<file path="src/rtl/riff_wave_header_parser_unit_macros.svh">
// ---------------------------------------------------------------------------
// riff_wave_header_parser_unit_macros
// assertion macros shared by the rtl
// ---------------------------------------------------------------------------
`ifndef RIFF_WAVE_HEADER_PARSER_UNIT_MACROS_SVH
`define RIFF_WAVE_HEADER_PARSER_UNIT_MACROS_SVH

// same-cycle implication
`define RWH_ASSERT_NOW(label, ante, cons, msg) \
  label: assert property (@(posedge clk) disable iff (rst) (ante) |-> (cons)) \
    else $error(msg);

// next-cycle implication
`define RWH_ASSERT_NEXT(label, ante, cons, msg) \
  label: assert property (@(posedge clk) disable iff (rst) (ante) |=> (cons)) \
    else $error(msg);

`endif

</file>
<file path="src/rtl/rwh_pkg.sv">
// ---------------------------------------------------------------------------
// rwh_pkg
// shared types, codes and constants of the riff/wave header parser
// ---------------------------------------------------------------------------
package rwh_pkg;

  localparam int DIV_DW = 42;
  localparam int DIV_VW = 32;
  localparam int MS_PER_S = 1000;
  localparam int FMT_BYTES = 16;

  localparam logic [31:0] TAG_RIFF = 32'h4646_4952;
  localparam logic [31:0] TAG_WAVE = 32'h4556_4157;
  localparam logic [31:0] TAG_FMT  = 32'h2074_6d66;
  localparam logic [31:0] TAG_DATA = 32'h6174_6164;

  localparam logic [1:0] ST_FOUND   = 2'd0;
  localparam logic [1:0] ST_BAD_HDR = 2'd1;
  localparam logic [1:0] ST_NO_DATA = 2'd2;

  typedef enum logic [1:0] {
    SEL_CH,
    SEL_BITS,
    SEL_RATE
  } div_sel_t;

  typedef struct packed {
    logic       shift_en;
    logic       cnt_clr;
    logic       cnt_inc;
    logic       len_load;
    logic       len_sub16;
    logic       len_dec;
    logic       fmt_wr;
    logic       clear_file;
    logic       pos_inc;
    logic       emit_data;
    logic       emit_status;
    logic [1:0] status_code;
    logic       div_start;
    div_sel_t   div_sel;
    logic       samp_load;
    logic       samp_zero;
    logic       ms_load;
    logic       ms_zero;
  } cmd_t;

  typedef struct packed {
    logic cnt3;
    logic cnt11;
    logic cnt15;
    logic riff_ok;
    logic wave_ok;
    logic fmt_id;
    logic data_id;
    logic word_zero;
    logic len_gt16;
    logic len_one;
    logic ch_zero;
    logic bits_zero;
    logic rate_zero;
    logic div_done;
  } stat_t;

endpackage

</file>
<file path="src/rtl/rwh_div.sv">
// ---------------------------------------------------------------------------
// rwh_div
// restoring divider, one quotient bit per cycle
// ---------------------------------------------------------------------------
module rwh_div #(
  parameter int DW = rwh_pkg::DIV_DW,
  parameter int VW = rwh_pkg::DIV_VW
) (
  input  logic          clk,
  input  logic          rst,
  input  logic          start,
  input  logic [DW-1:0] dividend,
  input  logic [VW-1:0] divisor,
  output logic          done,
  output logic [DW-1:0] quotient
);

  localparam int CW = $clog2(DW);

  logic          busy;
  logic [CW-1:0] count;
  logic [VW-1:0] rem;
  logic [VW-1:0] dvs;
  logic [VW:0]   rem_sh;
  logic [VW+1:0] diff;
  logic          ge;

  assign rem_sh = {rem, quotient[DW-1]};
  assign diff   = {1'b0, rem_sh} - {2'b00, dvs};
  assign ge     = ~diff[VW+1];

  always_ff @(posedge clk) begin
    if (rst) begin
      busy  <= 1'b0;
      done  <= 1'b0;
      count <= '0;
    end else begin
      done <= 1'b0;
      if (start) begin
        busy     <= 1'b1;
        count    <= CW'(DW - 1);
        rem      <= '0;
        dvs      <= divisor;
        quotient <= dividend;
      end else if (busy) begin
        rem      <= ge ? diff[VW-1:0] : rem_sh[VW-1:0];
        quotient <= {quotient[DW-2:0], ge};
        if (count == '0) begin
          busy <= 1'b0;
          done <= 1'b1;
        end else begin
          count <= count - 1'b1;
        end
      end
    end
  end

endmodule

</file>
<file path="src/rtl/rwh_dpath.sv">
// ---------------------------------------------------------------------------
// rwh_dpath
// byte shifter, counters, fmt capture, result registers and divider
// ---------------------------------------------------------------------------
module rwh_dpath (
  input  logic           clk,
  input  logic           rst,
  input  logic [7:0]     data_byte,
  input  rwh_pkg::cmd_t  cmd,
  output rwh_pkg::stat_t st,
  output logic [1:0]     res_status,
  output logic [255:0]   res_data
);
  import rwh_pkg::*;

  logic [31:0] word_shift;
  logic [31:0] shift_next;
  logic [3:0]  byte_counter;
  logic [31:0] chunk_length;
  logic [31:0] file_position;
  logic [7:0]  fmt_byte [FMT_BYTES];

  logic [15:0] res_tag;
  logic [15:0] res_ch;
  logic [31:0] res_rate;
  logic [31:0] res_brate;
  logic [15:0] res_align;
  logic [15:0] res_bits;
  logic [31:0] res_offset;
  logic [31:0] res_size;
  logic [31:0] res_ms;
  logic [31:0] res_samples;

  logic [DIV_DW-1:0] div_num;
  logic [DIV_VW-1:0] div_den;
  logic [DIV_DW-1:0] quotient;
  logic              div_done;
  logic [DIV_DW-1:0] ms_num;

  assign shift_next = {data_byte, word_shift[31:8]};
  assign ms_num     = {10'd0, res_size} * DIV_DW'(MS_PER_S);

  always_comb begin
    st.cnt3      = (byte_counter == 4'd3);
    st.cnt11     = (byte_counter == 4'd11);
    st.cnt15     = (byte_counter == 4'd15);
    st.riff_ok   = (shift_next == TAG_RIFF);
    st.wave_ok   = (shift_next == TAG_WAVE);
    st.fmt_id    = (shift_next == TAG_FMT);
    st.data_id   = (shift_next == TAG_DATA);
    st.word_zero = (shift_next == 32'd0);
    st.len_gt16  = (chunk_length > 32'(FMT_BYTES));
    st.len_one   = (chunk_length == 32'd1);
    st.ch_zero   = (res_ch == 16'd0);
    st.bits_zero = (res_bits == 16'd0);
    st.rate_zero = (res_brate == 32'd0);
    st.div_done  = div_done;
  end

  always_comb begin
    unique case (cmd.div_sel)
      SEL_CH: begin
        div_num = {10'd0, res_size};
        div_den = {16'd0, res_ch};
      end
      SEL_BITS: begin
        div_num = {10'd0, quotient[28:0], 3'b000};
        div_den = {16'd0, res_bits};
      end
      SEL_RATE: begin
        div_num = ms_num;
        div_den = res_brate;
      end
      default: begin
        div_num = '0;
        div_den = '0;
      end
    endcase
  end

  rwh_div #(
    .DW(DIV_DW),
    .VW(DIV_VW)
  ) u_div (
    .clk      (clk),
    .rst      (rst),
    .start    (cmd.div_start),
    .dividend (div_num),
    .divisor  (div_den),
    .done     (div_done),
    .quotient (quotient)
  );

  always_ff @(posedge clk) begin
    if (rst || cmd.clear_file) begin
      word_shift    <= '0;
      byte_counter  <= '0;
      chunk_length  <= '0;
      file_position <= '0;
      for (int i = 0; i < FMT_BYTES; i++) fmt_byte[i] <= '0;
    end else begin
      if (cmd.pos_inc) file_position <= file_position + 32'd1;
      if (cmd.shift_en) word_shift <= shift_next;
      if (cmd.cnt_clr) byte_counter <= '0;
      else if (cmd.cnt_inc) byte_counter <= byte_counter + 4'd1;
      if (cmd.len_load) chunk_length <= shift_next;
      else if (cmd.len_sub16) chunk_length <= chunk_length - 32'(FMT_BYTES);
      else if (cmd.len_dec) chunk_length <= chunk_length - 32'd1;
      if (cmd.fmt_wr) fmt_byte[byte_counter] <= data_byte;
    end
  end

  always_ff @(posedge clk) begin
    if (cmd.emit_status) begin
      res_status  <= cmd.status_code;
      res_tag     <= '0;
      res_ch      <= '0;
      res_rate    <= '0;
      res_brate   <= '0;
      res_align   <= '0;
      res_bits    <= '0;
      res_offset  <= '0;
      res_size    <= '0;
      res_ms      <= '0;
      res_samples <= '0;
    end else if (cmd.emit_data) begin
      res_status <= ST_FOUND;
      res_tag    <= {fmt_byte[1], fmt_byte[0]};
      res_ch     <= {fmt_byte[3], fmt_byte[2]};
      res_rate   <= {fmt_byte[7], fmt_byte[6], fmt_byte[5], fmt_byte[4]};
      res_brate  <= {fmt_byte[11], fmt_byte[10], fmt_byte[9], fmt_byte[8]};
      res_align  <= {fmt_byte[13], fmt_byte[12]};
      res_bits   <= {fmt_byte[15], fmt_byte[14]};
      res_offset <= file_position + 32'd1;
      res_size   <= shift_next;
    end else begin
      if (cmd.samp_zero) res_samples <= '0;
      else if (cmd.samp_load) res_samples <= quotient[31:0];
      if (cmd.ms_zero) res_ms <= '0;
      else if (cmd.ms_load) res_ms <= (quotient[41:32] != 10'd0) ? '1 : quotient[31:0];
    end
  end

  assign res_data = {res_samples, res_ms, res_size, res_offset,
                     res_bits, res_align, res_brate, res_rate, res_ch, res_tag};

endmodule

</file>
<file path="src/rtl/rwh_ctrl.sv">
// ---------------------------------------------------------------------------
// rwh_ctrl
// parse phase sequencer, division sequencer and output handshake
// ---------------------------------------------------------------------------
module rwh_ctrl (
  input  logic           clk,
  input  logic           rst,
  input  logic           in_valid,
  input  logic           in_last,
  output logic           in_ready,
  output logic           out_valid,
  input  logic           out_ready,
  input  rwh_pkg::stat_t st,
  output rwh_pkg::cmd_t  cmd
);
  import rwh_pkg::*;

  typedef enum logic [2:0] {
    PH_HEADER, PH_ID, PH_SZ_FMT, PH_SZ_DATA, PH_SZ_OTHER, PH_FMT, PH_SKIP, PH_DONE
  } phase_t;

  typedef enum logic [2:0] {
    OP_PARSE, OP_DIV1, OP_WAIT1, OP_DIV2, OP_WAIT2, OP_DIV3, OP_WAIT3
  } op_t;

  phase_t phase, phase_next;
  op_t    op, op_next;
  logic   header_bad, bad_set;
  logic   accept;
  logic   emit;

  assign in_ready = (op == OP_PARSE) && !out_valid;
  assign accept   = in_valid && in_ready;

  always_comb begin
    cmd         = '0;
    cmd.div_sel = SEL_CH;
    phase_next  = phase;
    op_next     = op;
    bad_set     = 1'b0;
    emit        = 1'b0;
    if (accept) begin
      cmd.pos_inc = 1'b1;
      unique case (phase)
        PH_HEADER: begin
          cmd.shift_en = 1'b1;
          if (st.cnt3 && !st.riff_ok) bad_set = 1'b1;
          if (st.cnt11) begin
            cmd.cnt_clr = 1'b1;
            if (header_bad || !st.wave_ok) begin
              cmd.emit_status = 1'b1;
              cmd.status_code = ST_BAD_HDR;
              emit            = 1'b1;
              phase_next      = PH_DONE;
            end else begin
              phase_next = PH_ID;
            end
          end else begin
            cmd.cnt_inc = 1'b1;
          end
        end
        PH_ID: begin
          cmd.shift_en = 1'b1;
          if (st.cnt3) begin
            cmd.cnt_clr = 1'b1;
            if (st.fmt_id) phase_next = PH_SZ_FMT;
            else if (st.data_id) phase_next = PH_SZ_DATA;
            else phase_next = PH_SZ_OTHER;
          end else begin
            cmd.cnt_inc = 1'b1;
          end
        end
        PH_SZ_FMT, PH_SZ_DATA, PH_SZ_OTHER: begin
          cmd.shift_en = 1'b1;
          if (st.cnt3) begin
            cmd.cnt_clr  = 1'b1;
            cmd.len_load = 1'b1;
            if (phase == PH_SZ_FMT) begin
              phase_next = PH_FMT;
            end else if (phase == PH_SZ_DATA) begin
              cmd.emit_data = 1'b1;
              emit          = 1'b1;
              op_next       = OP_DIV1;
              phase_next    = PH_DONE;
            end else begin
              phase_next = st.word_zero ? PH_ID : PH_SKIP;
            end
          end else begin
            cmd.cnt_inc = 1'b1;
          end
        end
        PH_FMT: begin
          cmd.fmt_wr = 1'b1;
          if (st.cnt15) begin
            cmd.cnt_clr = 1'b1;
            if (st.len_gt16) begin
              cmd.len_sub16 = 1'b1;
              phase_next    = PH_SKIP;
            end else begin
              phase_next = PH_ID;
            end
          end else begin
            cmd.cnt_inc = 1'b1;
          end
        end
        PH_SKIP: begin
          cmd.len_dec = 1'b1;
          if (st.len_one) phase_next = PH_ID;
        end
        default: ;
      endcase
      if (in_last) begin
        if (!emit && phase_next != PH_DONE) begin
          cmd.emit_status = 1'b1;
          cmd.status_code = (phase_next == PH_HEADER && (header_bad || bad_set)) ?
                            ST_BAD_HDR : ST_NO_DATA;
        end
        cmd.clear_file = 1'b1;
        phase_next     = PH_HEADER;
      end
    end else begin
      unique case (op)
        OP_DIV1: begin
          if (st.ch_zero || st.bits_zero) begin
            cmd.samp_zero = 1'b1;
            op_next       = OP_DIV3;
          end else begin
            cmd.div_start = 1'b1;
            cmd.div_sel   = SEL_CH;
            op_next       = OP_WAIT1;
          end
        end
        OP_WAIT1: if (st.div_done) op_next = OP_DIV2;
        OP_DIV2: begin
          cmd.div_start = 1'b1;
          cmd.div_sel   = SEL_BITS;
          op_next       = OP_WAIT2;
        end
        OP_WAIT2: begin
          if (st.div_done) begin
            cmd.samp_load = 1'b1;
            op_next       = OP_DIV3;
          end
        end
        OP_DIV3: begin
          if (st.rate_zero) begin
            cmd.ms_zero = 1'b1;
            op_next     = OP_PARSE;
          end else begin
            cmd.div_start = 1'b1;
            cmd.div_sel   = SEL_RATE;
            op_next       = OP_WAIT3;
          end
        end
        OP_WAIT3: begin
          if (st.div_done) begin
            cmd.ms_load = 1'b1;
            op_next     = OP_PARSE;
          end
        end
        default: ;
      endcase
    end
  end

  always_ff @(posedge clk) begin
    if (rst) begin
      phase      <= PH_HEADER;
      op         <= OP_PARSE;
      header_bad <= 1'b0;
      out_valid  <= 1'b0;
    end else begin
      phase <= phase_next;
      op    <= op_next;
      if (cmd.clear_file) header_bad <= 1'b0;
      else if (bad_set) header_bad <= 1'b1;
      if (cmd.emit_status || cmd.ms_zero || cmd.ms_load) out_valid <= 1'b1;
      else if (out_ready) out_valid <= 1'b0;
    end
  end

endmodule

</file>
<file path="src/rtl/riff_wave_header_parser_unit.sv">
// ---------------------------------------------------------------------------
// riff_wave_header_parser_unit
// parses the riff/wave header of a byte stream and reports format and length
// ---------------------------------------------------------------------------
// the input stream carries one file byte per transfer, tlast on the final byte
// of each file. for every file one result transfer comes out: tuser holds the
// status, tdata the fmt fields, data offset and size, total ms and samples.
// header bytes are taken one per cycle. a result with a bad or missing status
// appears in the cycle after the byte that causes it. a data chunk result needs
// the shared divider up to three times, fewer when a divisor is zero, and comes
// out once the division sequence ends. while the divider runs or a result
// waits, s_tready is low; the byte stream then resumes at one per cycle. after
// the result the rest of the file is consumed one byte a cycle.
// reset returns the parser to the header phase with no result pending.
// a stalled receiver holds the result in the output register and the input
// stays stalled until that transfer completes.
// ---------------------------------------------------------------------------
module riff_wave_header_parser_unit (
  input  logic         clk,
  input  logic         rst,
  input  logic         s_tvalid,
  output logic         s_tready,
  input  logic [7:0]   s_tdata,   // data_byte
  input  logic         s_tlast,   // last_byte
  output logic         m_tvalid,
  input  logic         m_tready,
  // format_tag, channel_count, sample_rate, byte_rate, block_align,
  // sample_bits, data_offset, data_size, total_ms, total_samples
  output logic [255:0] m_tdata,
  output logic [1:0]   m_tuser    // status
);
  import rwh_pkg::*;

  `include "riff_wave_header_parser_unit_macros.svh"

  cmd_t  cmd;
  stat_t st;

  rwh_ctrl u_ctrl (
    .clk       (clk),
    .rst       (rst),
    .in_valid  (s_tvalid),
    .in_last   (s_tlast),
    .in_ready  (s_tready),
    .out_valid (m_tvalid),
    .out_ready (m_tready),
    .st        (st),
    .cmd       (cmd)
  );

  rwh_dpath u_dpath (
    .clk        (clk),
    .rst        (rst),
    .data_byte  (s_tdata),
    .cmd        (cmd),
    .st         (st),
    .res_status (m_tuser),
    .res_data   (m_tdata)
  );

  `RWH_ASSERT_NOW(a_no_accept_while_pending, s_tready, !m_tvalid, "input taken with result pending")
  `RWH_ASSERT_NOW(a_status_code, m_tvalid, m_tuser != 2'd3, "illegal status code")
  `RWH_ASSERT_NOW(a_error_zero, m_tvalid && m_tuser != ST_FOUND, m_tdata == '0, "error result not zero")
  `RWH_ASSERT_NOW(a_ms_zero_rate, m_tvalid && m_tdata[95:64] == 32'd0, m_tdata[223:192] == 32'd0, "ms with zero byte rate")

endmodule

</file>
<file path="config.mk">
export PLATFORM = sky130hd
export DESIGN_NAME = riff_wave_header_parser_unit
export DESIGN_NICKNAME = d
export VERILOG_FILES = /design/src/rtl/rwh_pkg.sv /design/src/rtl/rwh_div.sv /design/src/rtl/rwh_dpath.sv /design/src/rtl/rwh_ctrl.sv /design/src/rtl/riff_wave_header_parser_unit.sv
export VERILOG_INCLUDE_DIRS = /design/src /design/src/rtl
export SDC_FILE = /design/constraint.sdc
export NUM_CORES = 1
export LEC_CHECK = 0
export ABC_AREA = 1
export BUFFER_PORTS_ARGS = -buffer_cell sky130_fd_sc_hd__buf_2
export CAP_MARGIN = 15
export CORE_MARGIN = 3
export CORE_UTILIZATION = 25
export DETAILED_ROUTE_END_ITERATION = 8
export PLACE_DENSITY_LB_ADDON = 0.08
export SLEW_MARGIN = 30
export SYNTH_ARGS = -nofsm -noshare
export SYNTH_HDL_FRONTEND = slang
export SYNTH_HIERARCHICAL = 1
export SYNTH_SLANG_ARGS = --single-unit
export TNS_END_PERCENT = 10
</file>
<file path="constraint.sdc">
create_clock -name clk -period 8.3 [get_ports clk]
set_clock_uncertainty 0.15 [all_clocks]
set_input_delay 0.415 -clock clk [delete_from_list [all_inputs] [get_ports clk]]
set_output_delay 0.415 -clock clk [all_outputs]
set_load 0.05 [all_outputs]
</file>
Yosys cells after proc, flatten, opt, wreduce, memory -nomap -nowiden

Memories as Yosys holds them, arrays and structs flattened. A register that Yosys moved wholly into a read port is not among the register bits.
Index checks and enable logic that the tools add are counted.
W data, S select, Z words.

Bits in registers: 352
Bits in latches: 0
RAM bits: 128
Bits in read-only memories: 0
Input port bits: 13
Logic and storage cells: 215
Memories: 1

Memories:

| name             | words | bits a word | rd ports | clocked after memory_dff | wr ports | RTL line        | source |
|---|---|---|---|---|---|---|---|
| u_dpath.fmt_byte | 16    | 8           | 16       | 16                       | 16       | rwh_dpath.sv:21 | `logic [7:0] fmt_byte [FMT_BYTES];` |

$add $sub $neg: 6
Multiply operators: 1
Divide/modulo/power cells: 0
$lt $le $gt $ge: 1
Equal/unequal tests: 31
Shift-type cells: 0
Muxes and demuxes: 103
Bitwise gates (word level): 5
Reductions and logical operators: 47

Operators by type and width:

| cell                    | number |
|---|---|
| $mux W32                | 10 |
| $pmux W42 S3            | 1 |
| $eq A32 B31 Y1 const B  | 3 |
| $pmux W32 S3            | 1 |
| $mux W3                 | 30 |
| $mux W42                | 2 |
| $logic_not A32 Y1       | 2 |
| $mux W1                 | 44 |
| $mul A32 B7 Y39 const B | 1 |
| $sub A33 B32 Y34        | 1 |
| $add A32 B1 Y32 const B | 1 |
| $eq A32 B1 Y1 const B   | 1 |
| $eq A32 B30 Y1 const B  | 1 |
| $gt A32 B5 Y1 const B   | 1 |
| $logic_not A16 Y1       | 2 |
| $sub A32 B1 Y32 const B | 1 |
| $sub A32 B5 Y32 const B | 1 |
| $eq A3 B3 Y1 const B    | 6 |
| $mux W6                 | 3 |
| $pmux W3 S6             | 1 |
| $pmux W3 S5             | 1 |
| $mux W13                | 1 |
| $eq A3 B2 Y1 const B    | 4 |
| $reduce_and A2 Y1       | 6 |
| other kinds (35)        | 69 |

Logic depth before layout (Yosys ltp)

Gate-level depths: netlist of run 1.

Word-level depth: 18
Depth in mapped cells: 22
Gate-level depth less buffers: 22

Hierarchy

The synthesis of run 1 kept the hierarchy.

Modules (own cells, without submodules):

| module    | instances | cells an instance | area an instance (sq um) | seq. area each (sq um) |
|---|---|---|---|---|
| rwh_dpath | 1         | 3062              | 25349.3                  | 10870.4 |
| rwh_div   | 1         | 1013              | 7538.5                   | 3343.2 |
| rwh_ctrl  | 1         | 172               | 982.2                    | 160.2 |

Worst setup path before layout of run 1

No wires, ideal clock.

Path type: register -> register
Start: reg u_dpath.res_bits[2] (read register of u_dpath.fmt_byte)
End: reg u_dpath.u_div.quotient[0], enable pin
Library setup time: 531 ps
Arrival time: 5604 ps
Slack: 2015 ps
Cell stages (with the launch flop): 11
Buffers on the path: 2
Clock period less this slack: 6285 ps
Cells stage by stage: dfxtp_1 -> inv_1 -> nand4_1 -> nor4_1 -> nor2_1 -> inv_1 -> o311ai_0 -> clkbuf_1 -> clkinv_1 -> clkbuf_1 -> a21oi_1

RTL lines:

| what                 | RTL line        | source |
|---|---|---|
| start, declared      | rwh_dpath.sv:28 | `logic [15:0] res_bits;` |
| end signal, assigned | rwh_div.sv:44   | `quotient <= dividend;` |
| end signal, assigned | rwh_div.sv:47   | `quotient <= {quotient[DW-2:0], ge};` |
| end, declared        | rwh_div.sv:15   | `output logic [DW-1:0] quotient` |

Worst setup path in the final report of run 1

Start: reg u_dpath.res_size[14]
End: reg u_dpath.u_div.quotient[25], data pin

Word-level cells in the longest chain between the ends: 3

RTL lines:

| what                          | RTL line         | source |
|---|---|---|
| start, declared               | rwh_dpath.sv:30  | `logic [31:0] res_size;` |
| start signal, assigned        | rwh_dpath.sv:135 | `res_size <= shift_next;` |
| $mul A32 B7 Y39               | rwh_dpath.sv:41  | `assign ms_num = {10'd0, res_size} * DIV_DW'(MS_PER_S);` |
| $pmux W42 S3                  | rwh_dpath.sv:61  | `unique case (cmd.div_sel)` |
| named net u_dpath.div_num[25] | rwh_dpath.sv:34  | `logic [DIV_DW-1:0] div_num;` |
| $mux W42                      | rwh_div.sv:39    | `if (start) begin` |

The timed path passes the listed nets, and every way through them passes these cells.
A chain may end at the register's enable or synchronous reset.

==> metrics.md, run 1 <==
| Metric | Value |
|---|---|
| Worst Setup Start Kind | `flip-flop` |
| First-pass GRT wire length | `188000 um` |
| Remaining DRCs | `0` |
| Internal power | `5.38 mW` |
| RSZ-0062 raised after global routing | `false` |
| Required @ worst endpoint | `8.57 ns` |
| CP top delay family | `adder cells` |
| Final setup TNS | `0 ns` |
| Setup violators final | `0` |
| Vias in the first global route | `28.6k` |
| DIE AREA | `140000 sq um` |
| Fin crit period | `5.41 ns` |
| Worst relative slew slack | `37.8%` |
| Final Hold Vio Count | `0` |
| Main combinational cell family by area after synthesis | `simple AND/OR/NAND/NOR gates` |
| Placed cell count | `6170` |
| Pin count of the biggest net entering global routing | `152` |
| Commonest non-fill, non-tap cell in the layout | `nand2_1` |
| WL/cell | `19.7 um` |
| Ports | `273` |
| Status | `finished clean` |
| Clk sink count | `600` |
| Worst path max stage delay | `0.63 ns` |
| Area Growth Syn to Fin | `17.7%` |
| Syn avg cell area | `7.98 sq um` |
| Vias/cell | `4.50` |
| Sequential share of the synthesized area | `42.4%` |
| Reg2Reg Depth | `15` |
| Total CTS buffers | `77` |
| Sequential Power Share | `44.4%` |
| Cell Chain, Critical Path | `inv_1 > fa_1 > fa_1 > fa_1 > fa_1 > inv_1 > ha_1 > a21oi_1 > o21ai_0 > a21oi_1 > nand3_1 > o21ai_0 > nand2_1 > nand2_1 > nand2_1` |
| Max Root-Sink Buffers | `3` |
| Slew @ Worst Pin | `0.933 ns` |
| Multiplexer area fraction after synthesis | `0%` |
| Finished Layout Cells | `6321` |
| #FFs+latches synth | `600` |
| Synth Area in Simple Gates | `24.1%` |
| Antenna Nets Post-Route | `0` |
| Worst vdd ir | `144 uV` |
| Dpl hpwl | `93100 um` |
| Die Wd | `374 um` |
| Distinct cells, synth | `61` |
| Async set-reset flop share out of synthesis | `0%` |
| Compound-cell area share of the yosys netlist | `11.3%` |
| Min-Delay Path Class | `primary input to flip-flop` |
| Setup WS pre-CTS | `2.95 ns` |
| H-tree levels | `3` |
| Max-cap viol count | `0` |
| Adder-Cell Fraction of Synth Area | `11.7%` |
| Setup CP Type | `flip-flop to flip-flop` |
| Final clock period utilization by the worst path | `65.1%` |
| Largest register by flop count | `u_dpath/fmt_byte` |
| Leakage power | `17.8 nW` |
| CTS tree | `done` |
| Syn. warnings | `6` |
| Pwr per Cell Area | `186 nW/um^2` |
| Reg2reg start | `u_dpath/res_size[14]$_SDFFE_PP0P_` |
| Most frequent cells in the layout | `nand2_1 (1034), inv_1 (615), nor2_1 (467), dfxtp_1 (364), buf_2 (272)` |
| Max-slew violations | `0` |
| Nets | `4745` |
| Root Buffer | `clkbuf_16` |
| Net Sw Frac | `27.3%` |
| Comb power frac | `8.7%` |
| R2R setup slack | `2.89 ns` |
| XOR/XNOR Fraction of Synth Area | `1.32%` |
| Number of flip-flops under the largest register name | `128` |
| Hold path start | `s_tvalid` |
| CP Data Arrival Time | `5.68 ns` |
| Row count | `134` |
| DRT Pass-1 Iters | `5` |
| Worst-path clk slew | `0.06 ns` |
| Cells after Synth | `4247` |
| Crit-path max FO | `6` |
| Worst Hold Path EP | `u_ctrl/phase[0]$_SDFFE_PP0P_` |
| Sw Pwr | `2.02 mW` |
| PortBufs | `272` |
| Worst R2R End | `u_dpath/u_div/quotient[25]$_DFFE_PP_` |
| Via Count | `28.4k` |
| Initial DRC Count | `1777` |
| Crit-path most repeated cell | `fa_1` |
| Initial cell density of the core | `25.3%` |
| Clock power frac | `46.9%` |
| Post-CTS setup buffers | `0` |
| Prevailing post-synth register cell | `dfxtp_1` |
| Total grt overflow | `0` |
| Worst-Skew Late Latency | `0.68 ns` |
| Layout cell share with drive strength beyond 1 | `11.8%` |
| Top cell type's share of synthesized area | `21.5%` |
| Worst Path Buf+Inv | `2` |
| Max Fclk | `0.185 GHz` |
| Post-synth EDFFs | `236` |
| Mapped Area | `33900 sq um` |
| Synthesized net count | `4506` |
| Core area | `134000 sq um` |
| Antenna violations before repair | `4` |
| Crit path max-delay cell type | `fa_1` |
| Final Worst Setup Slack | `2.89 ns` |
| Routed wire length | `125000 um` |
| Fill cell total of the finished layout | `14.5k` |
| Hold-critical path depth | `4` |
| Placer congestion estimate | `0.872` |
| Largest cells by area after synthesis | `dfxtp_1 (22%), edfxtp_1 (21%), nand2_1 (11%)` |
| Total GRT Usage | `17.5%` |
| Yosys top cell by area | `dfxtp_1` |
| Setup crit end kind | `flip-flop` |
| Die height | `374 um` |
-- routing by layer --
| metal | up-vias | track usage [%] | part of all wire (%) |
|---|---|---|---|
| met4 | 2 | 4.86 | 2.7 |
| li1 | 14258 | - | - |
| met1 | 13493 | 25.0 | 49 |
| met5 | - | 0 | 0.014 |
| met2 | 530 | 26.5 | 43 |
| met3 | 137 | 3.81 | 5.0 |
-- Yosys cell counts, types with 10 or more instances --
library cell and number:
nor3_1 30, nand4_1 56, o221ai_1 22, ha_1 127
o21ai_1 21, a21oi_1 223, nor4_1 30, inv_2 13
fa_1 119, clkbuf_1 105, nor2_2 25, o21bai_1 10
nand3b_1 22, a22o_1 94, nand2_1 1035, edfxtp_1 236
o211ai_1 27, o22ai_1 35, inv_1 619, nand3_1 187
buf_1 19, buf_2 20, dfxtp_1 364, a31oi_1 11
nand2_2 14, o21ai_0 173, xnor2_1 17, nor2_1 473
xor2_1 34
-- worst register-to-register path, cell delays in order, from the launching register on --
cell     delay (ns)
dfxtp_1        0.43
inv_1          0.26
fa_1           0.63
fa_1           0.46
fa_1           0.47
fa_1           0.50
inv_1          0.05
ha_1           0.36
a21oi_1        0.30
o21ai_0        0.25
a21oi_1        0.33
nand3_1        0.29
o21ai_0        0.46
nand2_1        0.10
nand2_1        0.09
nand2_1        0.05
-- stage by stage --
stage / power [mW] / util, % / hold slack (ns) / area (sq um)
finish: 7.41 / 29.8 / 0.0718 / 39900
global route: 7.73 / 29.7 / 0.0763 / 39800
CTS: 7.56 / 29.7 / 0.00601 / 39800
detailed placement: 4.01 / 27.8 / 0.285 / 37200
global placement: 4.00 / 27.7 / 0.278 / 37100
floorplan: 3.76 / - / 0.272 / 33900
-- layout make-up --
| class | count | area [sq um] | share of cell area, % |
|---|---|---|---|
| diodes | 4 | 10.0 | 0.0251 |
| clock buffers | 108 | 2150 | 5.41 |
| clock inverters | 34 | 453 | 1.14 |
| inverters | 641 | 2430 | 6.09 |
| multi-input cells | 2852 | 16500 | 41.4 |
| flip-flops and latches | 600 | 14400 | 36.1 |
| well taps | 1768 | 2210 | 5.55 |
| repair buffers | 314 | 1740 | 4.36 |
-- power by group through the flow --
stage | Sequential, mW | Combinational, mW | Clock [mW]
final | 3.29 | 0.646 | 3.47
after global routing | 3.30 | 0.704 | 3.72
after CTS | 3.29 | 0.658 | 3.61
after detailed placement | 3.35 | 0.655 | 0
after global placement | 3.35 | 0.644 | 0
after floorplan | 3.47 | 0.287 | 0
-- logic make-up after synthesis --
logic type      Yosys count
simple gates           1920
buf+inv                 795
compound gates          635
flops                   600
fa+ha+maj               246
xor+xnor                 51
-- worst max path at each step --
stage / to / cells after the start / slack, ns / start
after floorplan: u_dpath/u_div/quotient[0]$_DFFE_PP_ / 10 / 2.02 / u_dpath/res_bits[2]$_SDFFE_PP0P_
after global placement: u_dpath/u_div/quotient[25]$_DFFE_PP_ / 15 / 2.81 / u_dpath/res_size[14]$_SDFFE_PP0P_
after detailed placement: u_dpath/u_div/quotient[25]$_DFFE_PP_ / 15 / 2.95 / u_dpath/res_size[14]$_SDFFE_PP0P_
after CTS: u_dpath/u_div/quotient[25]$_DFFE_PP_ / 15 / 2.92 / u_dpath/res_size[14]$_SDFFE_PP0P_
after global routing: u_dpath/u_div/quotient[25]$_DFFE_PP_ / 15 / 2.62 / u_dpath/res_size[14]$_SDFFE_PP0P_
final: u_dpath/u_div/quotient[25]$_DFFE_PP_ / 15 / 2.89 / u_dpath/res_size[14]$_SDFFE_PP0P_
-- timing repair --
| item | 4_1_cts | 5_1_grt |
|---|---|---|
| resized for setup | 0 | 0 |
| hold buffers | 5 | 0 |
| endpoints found under the hold margin | 9 | 0 |
(Power assumes the default switching activity.)
==> run 2: changes to the inputs <==
--- a/config.mk
+++ b/config.mk
@@ -6,7 +6,7 @@
 export SDC_FILE = /design/constraint.sdc
 export NUM_CORES = 1
 export LEC_CHECK = 0
-export ABC_AREA = 1
+export ABC_AREA = 0
 export BUFFER_PORTS_ARGS = -buffer_cell sky130_fd_sc_hd__buf_2
 export CAP_MARGIN = 15
 export CORE_MARGIN = 3
==> constraint.sdc (replaced) <==
create_clock -name clk -period 4.53 [get_ports clk]
set_clock_uncertainty 0.15 [all_clocks]
set_input_delay 0.2265 -clock clk [delete_from_list [all_inputs] [get_ports clk]]
set_output_delay 0.2265 -clock clk [all_outputs]
set_load 0.05 [all_outputs]
==> run 2 against run 1 <==
  * The flow now finishes with violations (negative setup slack)
  * Register-to-register slack got worse by 3.2 ns
  * Critical path depth grew 2
  * Total power up 66%
  * Critical path type unchanged
  * Via count shrank 11%
==> metrics.md, run 2 <==
| Metric | Value |
|---|---|
| PortBufs | `272 (unchanged)` |
| R2R setup slack | `-0.34 ns (-3.23 ns)` |
| Max Fclk | `0.205 GHz (+11%)` |
| Initial cell density of the core | `25.3% (+0.039 points)` |
| First-pass GRT wire length | `171000 um (-9.0%)` |
| Worst R2R End | `u_dpath/u_div/quotient[15]$_DFFE_PP_` |
| Antenna violations before repair | `8 (+4)` |
| Worst Hold Path EP | `u_dpath/res_size[30]$_SDFFE_PP0P_` |
| WL/cell | `20.1 um (+2.1%)` |
| Routed wire length | `113000 um (-9.4%)` |
| Setup WS pre-CTS | `-0.784 ns (-3.73 ns)` |
| Crit path from | `u_dpath/res_size[2]$_SDFFE_PP0P_` |
| Min-Delay Path Class | `primary input to flip-flop` |
| Required @ worst endpoint | `4.82 ns (-3.75 ns)` |
| Worst relative slew slack | `40.5% (+2.7 points)` |
| Total grt overflow | `0 (unchanged)` |
| Worst Setup Start Kind | `flip-flop` |
| Row count | `132 (-1.5%)` |
| Placed cell count | `5442 (-12%)` |
| Max-cap viol count | `0 (unchanged)` |
| Finished Layout Cells | `5609 (-11%)` |
| Die height | `369 um (-1.3%)` |
| Most frequent cells in the layout | `nor2_1 (498), dfxtp_1 (355), buf_2 (272), buf_4 (269), mux2i_1 (261)` |
| Leakage power | `16.6 nW (-6.9%)` |
| Total GRT Usage | `16.4% (-1.1 points)` |
| Via Count | `25.2k (-11%)` |
| Max-slew violations | `0 (unchanged)` |
| Prevailing post-synth register cell | `dfxtp_1` |
| Worst-Skew Late Latency | `0.69 ns (about the same)` |
| Top cell type's share of synthesized area | `22.1% (+0.57 points)` |
| Core area | `130000 sq um (-2.7%)` |
| Largest register by flop count | `u_dpath/fmt_byte` |
| Syn avg cell area | `9.89 sq um (+24%)` |
| Largest cells by area after synthesis | `dfxtp_1 (22%), edfxtp_1 (21%), mux2i_1 (7.9%)` |
| Final Worst Setup Slack | `-0.336 ns (-3.23 ns)` |
| Commonest non-fill, non-tap cell in the layout | `nor2_1` |
| Synthesized net count | `3596 (-20%)` |
| Pwr per Cell Area | `297 nW/um^2 (+60%)` |
| Total CTS buffers | `80 (+3.9%)` |
| Fin crit period | `4.87 ns (-0.540 ns)` |
| Max Root-Sink Buffers | `3 (unchanged)` |
| Post-synth EDFFs | `236 (unchanged)` |
| Initial DRC Count | `1280 (-28%)` |
| Clk sink count | `600 (unchanged)` |
| Vias/cell | `4.50 (about the same)` |
| Reg2reg start | `u_dpath/res_size[2]$_SDFFE_PP0P_` |
| CTS tree | `done` |
| #FFs+latches synth | `600 (unchanged)` |
| Async set-reset flop share out of synthesis | `0% (unchanged)` |
| Layout cell share with drive strength beyond 1 | `23.4% (+12 points)` |
| Hold-critical path depth | `4 (unchanged)` |
| Final setup TNS | `-7.13 ns (-7.13 ns)` |
| Finished Core Util | `31.9% (+2.1 points)` |
| Antenna Nets Post-Route | `0 (unchanged)` |
| H-tree levels | `3 (unchanged)` |
| Vias in the first global route | `25.8k (-9.7%)` |
| Status | `finished with violations` |
| DRT Pass-1 Iters | `5 (unchanged)` |
| Dpl hpwl | `81100 um (-13%)` |
| Yosys top cell by area | `dfxtp_1` |
| Mapped Area | `33000 sq um (-2.6%)` |
| DIE AREA | `136000 sq um (-2.5%)` |
| Distinct cells, synth | `99 (+62%)` |
| Synth top cells by count | `nor2_1 (507), dfxtp_1 (364), mux2i_1 (262), edfxtp_1 (236), inv_1 (231)` |
| Cells after Synth | `3337 (-21%)` |
| Number of flip-flops under the largest register name | `128 (unchanged)` |
| RSZ-0062 raised after global routing | `true` |
| Setup crit end kind | `flip-flop` |
| CP Data Arrival Time | `5.16 ns (-0.52 ns)` |
| Final clock period utilization by the worst path | `107% (+42 points)` |
| Ports | `273 (unchanged)` |
| Total power | `12.3 mW (+66%)` |
| Most common cell in the netlist | `nor2_1` |
| Area Growth Syn to Fin | `25.9%` |
| Hold path start | `s_tdata[6]` |
| Crit-path max FO | `4 (-2)` |
| Root Buffer | `clkbuf_16` |
| Sequential share of the synthesized area | `43.6% (+1.1 points)` |
| Pin count of the biggest net entering global routing | `109 (-28%)` |
| Final Hold Vio Count | `0 (unchanged)` |
| Setup violators final | `28 (+28)` |
| Slew @ Worst Pin | `0.888 ns (-0.0445 ns)` |
| Worst vdd ir | `277 uV (+92%)` |
| Nets | `4057 (-14%)` |
| Worst-path clk slew | `0.06 ns (about the same)` |
| Die Wd | `369 um (-1.3%)` |
| Failing checks | `negative setup slack` |
| Placer congestion estimate | `0.802 (-8.1%)` |
| Remaining DRCs | `0 (unchanged)` |
| Setup CP Type | `flip-flop to flip-flop` |
| Reg2Reg Depth | `17 (+2)` |
| Syn. warnings | `6 (unchanged)` |
run 2: cell count changes after synthesis, moves of 93 or more:
cell and delta:
a22o_1 -93, inv_1 -388, nand3_1 -138, and2_1 +147
mux2i_1 +262, nand2_1 -903
run 2: area by class of cell:
cell class | instances | area [sq um]
fill | 13557 | 88800
multi-input combinational | 2315 | 17700
sequential | 600 | 14400
timing repair buffer | 568 | 3790
tap | 1742 | 2180
clock buffer | 103 | 2180
inverter | 233 | 881
clock inverter | 44 | 432
antenna | 4 | 10.0
run 2: layer usage:
metal	wire length, um	global-route usage, %	share of wire (%)	vias to the layer above
met4	2470	3.92	2.2	2
li1	-	-	-	12486
met1	55000	23.4	49	12150
met3	5060	3.01	4.5	125
met5	13	0	0.012	-
met2	50400	25.7	45	462
run 2: worst max path at each step:
stage | to
after detailed placement | u_dpath/u_div/quotient[31]$_DFFE_PP_
final | u_dpath/u_div/quotient[15]$_DFFE_PP_
after global placement | u_dpath/u_div/quotient[31]$_DFFE_PP_
after floorplan | u_dpath/u_div/quotient[35]$_DFFE_PP_
after global routing | u_dpath/u_div/quotient[30]$_DFFE_PP_
after CTS | u_dpath/u_div/quotient[31]$_DFFE_PP_
run 2: report_power, final:
part	internal [mW]	switching (mW)	leakage [nW]	total (mW)
clock	3.66	2.65	1.28	6.32
combinational	0.0835	0.240	9.94	0.324
sequential	5.66	0.0368	5.35	5.70
run 2: what timing repair did:
action                                 CTS  global route
endpoints found under the hold margin   12             0
gates cloned                             0             0
gates resized for setup                130            33
buffers inserted                         6             2
setup endpoints to repair               30            31
pin swaps                               59            21
hold buffers                             9             0
run 2: logic make-up after synthesis:
logic type	count (synthesis)	share of synthesized area, %
mux	304	9.38
flops	600	43.6
fa+ha+maj	246	12.0
simple gates	1140	16.9
xor+xnor	134	3.56
compound gates	491	9.49
buf+inv	422	5.04
run 2: stage by stage:
stage               instance area, sq um  hold WS [ns]
global placement                   38100         0.311
CTS                                41400        0.0285
finish                             41500        0.0621
floorplan                          33000         0.305
global route                       41500        0.0734
detailed placement                 38100         0.321
run 2: worst max-delay path, stage by stage (launching register included):
cell and delay, ns:
dfxtp_4 0.36, fa_2 0.60, fa_1 0.42, inv_1 0.08
fa_1 0.43, fa_1 0.51, inv_1 0.06, ha_4 0.25
and2_1 0.19, a211oi_4 0.33, buf_4 0.17, o31ai_1 0.08
buf_4 0.15, o21a_1 0.17, nor2_2 0.09, xnor2_1 0.09
a31o_2 0.24, mux2_2 0.25
==> run 3: changes to the inputs <==
--- a/config.mk
+++ b/config.mk
@@ -16,6 +16,5 @@
 export SLEW_MARGIN = 30
 export SYNTH_ARGS = -nofsm -noshare
 export SYNTH_HDL_FRONTEND = slang
-export SYNTH_HIERARCHICAL = 1
 export SYNTH_SLANG_ARGS = --single-unit
 export TNS_END_PERCENT = 10
==> run 3 against run 2 <==
  * The run still ends with negative setup slack left
  * Fmax fell by 0.44%
  * Combinational power fell by 4%
  * Non-clock buffer count fell by 38
  * Count of clock-buffer cells in the layout rose by 9
  * Core utilization fell by 0.11 points
  * Global-route usage rose by 0.66 points
  * Cell area fell by 3.4%
  * Sequential cell count did not move
  * Die area fell by 2.9%
  * Register-to-register slack got worse by 0.02 ns
  * Sequential power barely moved
  * Cell count rose by 0.39%
  * Largest cell class unchanged
==> metrics.md, run 3 <==
| Metric | Value |
|---|---|
| Status | `finished with violations` |
| Failing checks | `negative setup slack` |
| Hold WS | `0.0434 ns (-0.0187 ns)` |
| Total GRT Usage | `17.1% (+0.66 points)` |
| Layout cell share with drive strength beyond 1 | `20.0% (-3.5 points)` |
| Post-synth EDFFs | `236 (unchanged)` |
| Top cell type's share of synthesized area | `22.8% (+0.68 points)` |
| Total CTS buffers | `80 (unchanged)` |
| Remaining DRCs | `0 (unchanged)` |
| Most frequent cells in the layout | `nand2_1 (633), a21oi_1 (364), dfxtp_1 (352), buf_2 (272), edfxtp_1 (236)` |
| Ports | `273 (unchanged)` |
| Max-cap viol count | `0 (unchanged)` |
| Yosys top cell by area | `dfxtp_1` |
| Dpl hpwl | `81400 um (+0.38%)` |
| Max Root-Sink Buffers | `3 (unchanged)` |
| Met2 Use GR | `26.8% (+1.1 points)` |
| Hold path start | `s_tdata[4]` |
| Most common cell in the netlist | `nand2_1` |
| #FFs+latches synth | `600 (unchanged)` |
| Met1 Track Usage GR | `23.6% (+0.18 points)` |
| Leakage power | `15.9 nW (-3.8%)` |
| Worst Hold Path EP | `u_dpath.res_size[28]$_SDFFE_PP0P_` |
| Setup CP Type | `flip-flop to flip-flop` |
| Worst-path clk slew | `0.06 ns (about the same)` |
| Antenna Nets Post-Route | `0 (unchanged)` |
| Antenna violations before repair | `4 (-4)` |
| Met3 track demand over resource | `3.81% (+0.80 points)` |
| H-tree levels | `3 (unchanged)` |
| PortBufs | `272 (unchanged)` |
| Sequential share of the synthesized area | `44.9% (+1.3 points)` |
| Worst vdd ir | `259 uV (-6.5%)` |
| Finished Core Util | `31.8% (-0.11 points)` |
| CTS tree | `done` |
| Max Fclk | `0.205 GHz (-0.44%)` |
| Synthesized net count | `3760 (+4.6%)` |
| WL/cell | `20.3 um (+0.69%)` |
| Distinct cells, synth | `83 (-16%)` |
| Largest cells by area after synthesis | `dfxtp_1 (23%), edfxtp_1 (22%), nand2_1 (7.5%)` |
| Nets | `4172 (+2.8%)` |
| Placed cell count | `5458 (+0.29%)` |
| Largest register by flop count | `u_dpath.fmt_byte` |
| Cells after Synth | `3501 (+4.9%)` |
| Max-slew violations | `0 (unchanged)` |
| Vias/cell | `4.63 (+3.0%)` |
| Vias in the first global route | `26.4k (+2.1%)` |
| Initial DRC Count | `1418 (+11%)` |
| GR peak layer | `met2` |
| Row count | `130 (-1.5%)` |
| Fin crit period | `4.89 ns (+0.0217 ns)` |
| Die height | `364 um (-1.5%)` |
| Clk sink count | `600 (unchanged)` |
| Via Count | `26.1k (+3.4%)` |
| Prevailing post-synth register cell | `dfxtp_1` |
| Core area | `126000 sq um (-3.0%)` |
| Synth top cells by count | `nand2_1 (636), a21oi_1 (378), dfxtp_1 (364), edfxtp_1 (236), inv_1 (230)` |
| Placer congestion estimate | `0.785 (-2.1%)` |
| Pwr per Cell Area | `317 nW/um^2 (+6.6%)` |
| Number of flip-flops under the largest register name | `128 (unchanged)` |
| RSZ-0062 raised after global routing | `true` |
| Worst R2R End | `u_dpath.u_div.quotient[36]$_DFFE_PP_` |
| DRT Pass-1 Iters | `5 (unchanged)` |
| Crit-path max FO | `4 (unchanged)` |
| Area Growth Syn to Fin | `25.4%` |
| Reg2reg start | `u_dpath.res_size[17]$_SDFFE_PP0P_` |
| Final Worst Setup Slack | `-0.358 ns (-0.0217 ns)` |
| First-pass GRT wire length | `173000 um (+1.1%)` |
| Mapped Area | `32000 sq um (-3.0%)` |
| Syn. warnings | `0 (-6)` |
| Worst relative slew slack | `43.6% (+3.1 points)` |
| Setup violators final | `26 (-7.1%)` |
| Initial cell density of the core | `25.3% (about the same)` |
| CP Data Arrival Time | `5.26 ns (+0.10 ns)` |
| Syn avg cell area | `9.14 sq um (-7.5%)` |
| Final clock period utilization by the worst path | `108% (+0.48 points)` |
| Commonest non-fill, non-tap cell in the layout | `nand2_1` |
| Final Hold Vio Count | `0 (unchanged)` |
| Setup WS pre-CTS | `-0.737 ns (+0.0467 ns)` |
| Total grt overflow | `0 (unchanged)` |
| Reg2Reg Depth | `17 (unchanged)` |
| Root Buffer | `clkbuf_16` |
| R2R setup slack | `-0.36 ns (-0.02 ns)` |
| Required @ worst endpoint | `4.90 ns (+0.08 ns)` |
| Die Wd | `364 um (-1.5%)` |
| Routed wire length | `114000 um (+1.1%)` |
| Worst Setup Start Kind | `flip-flop` |
| Async set-reset flop share out of synthesis | `0% (unchanged)` |
| Hold-critical path depth | `4 (unchanged)` |
| Pin count of the biggest net entering global routing | `136 (+25%)` |
| Worst-Skew Late Latency | `0.69 ns (about the same)` |
| Total power | `12.7 mW (+3.1%)` |
| Min-Delay Path Class | `primary input to flip-flop` |
| DIE AREA | `132000 sq um (-2.9%)` |
| Setup crit end kind | `flip-flop` |
| Slew @ Worst Pin | `0.844 ns (-0.0443 ns)` |
| Finished Layout Cells | `5631 (+0.39%)` |
-- run 3: cell types whose count changed in the layout (fill, tap and decap cells not counted), moves of 27 or more --
cell	delta
buf_4	-38
nor2_1	-331
nand2_1	+506
xor2_1	-27
mux2i_1	-257
nand3_1	+49
nor3b_1	-35
a22oi_1	+30
mux2_2	-38
xnor2_1	+30
a21oi_1	+219
o211ai_1	+34
-- run 3: how the worst max path moves through the flow --
stage	to	cells after the start	from
finish	u_dpath.u_div.quotient[36]$_DFFE_PP_	17	u_dpath.res_size[17]$_SDFFE_PP0P_
CTS	u_dpath.u_div.quotient[22]$_DFFE_PP_	17	u_dpath.res_size[10]$_SDFFE_PP0P_
floorplan	u_dpath.u_div.quotient[37]$_DFFE_PP_	16	u_dpath.res_size[13]$_SDFFE_PP0P_
global placement	u_dpath.u_div.quotient[40]$_DFFE_PP_	16	u_dpath.res_size[10]$_SDFFE_PP0P_
detailed placement	u_dpath.u_div.quotient[40]$_DFFE_PP_	16	u_dpath.res_size[10]$_SDFFE_PP0P_
global route	u_dpath.u_div.quotient[36]$_DFFE_PP_	17	u_dpath.res_size[18]$_SDFFE_PP0P_
-- run 3: report_power, final --
part / internal [mW] / total [mW] / switching [mW]
registers: 5.66 / 5.69 / 0.0347
clock network: 4.02 / 6.71 / 2.69
logic: 0.0715 / 0.310 / 0.238
-- run 3: what timing repair did --
action	CTS	global route
resized for setup	95	54
endpoints found under the hold margin	34	0
hold buffers	11	0
setup endpoints to repair	28	28
pin swaps	67	52
setup buffers	5	7
-- run 3: area by class of cell --
type,instances,area (sq um)
Antenna cell,4,10.0
Timing Repair Buffer,530,3480
Sequential cell,600,14400
Tap cell,1650,2060
Fill cell,13257,86200
Inverter,230,868
Clock buffer,112,2290
Multi-Input combinational cell,2471,16600
Clock inverter,34,482
-- run 3: worst max-delay path, stage by stage, from the launching register on --
cell      delay (ns)
dfxtp_2         0.33
inv_2           0.06
buf_4           0.14
fa_1            0.45
fa_2            0.55
fa_2            0.45
fa_1            0.56
inv_2           0.05
ha_4            0.23
and3_4          0.18
nor2b_2         0.16
o41ai_4         0.37
o41ai_4         0.20
buf_4           0.18
a41o_4          0.24
a211oi_4        0.26
a41oi_2         0.05
o21ai_1         0.13
-- run 3: per-stage QoR --
stage                     TNS (ns)  cell area (sq um)
final                        -5.75              40100
after global routing        -11.41              40100
after CTS                    -7.67              39800
after detailed placement    -15.57              36600
after global placement      -14.89              36600
after floorplan             -19.44              32000
-- run 3: cell families (layout without fill, tap and decap cells) --
logic type                 count (synthesis)  count (layout)  share of synthesized area [%]
DFF                                      600             600                           44.9
muxes                                      4               4                          0.125
adders and majority gates                246             246                           12.4
AOI/OAI and AO/OA                        791             791                           14.9
xor gates and xnor gates                 131             131                           3.58
other                                      0               4                              0
buffers and inverters                    430             906                           5.34
and+or+nand+nor                         1299            1299                           18.8
-- run 3: per-layer routing --
| layer | up-vias | routed length, um |
|---|---|---|
| met5 | - | 0 |
| met4 | 0 | 2440 |
| met3 | 116 | 5930 |
| met2 | 422 | 50900 |
| met1 | 12642 | 54900 |
| li1 | 12899 | - |
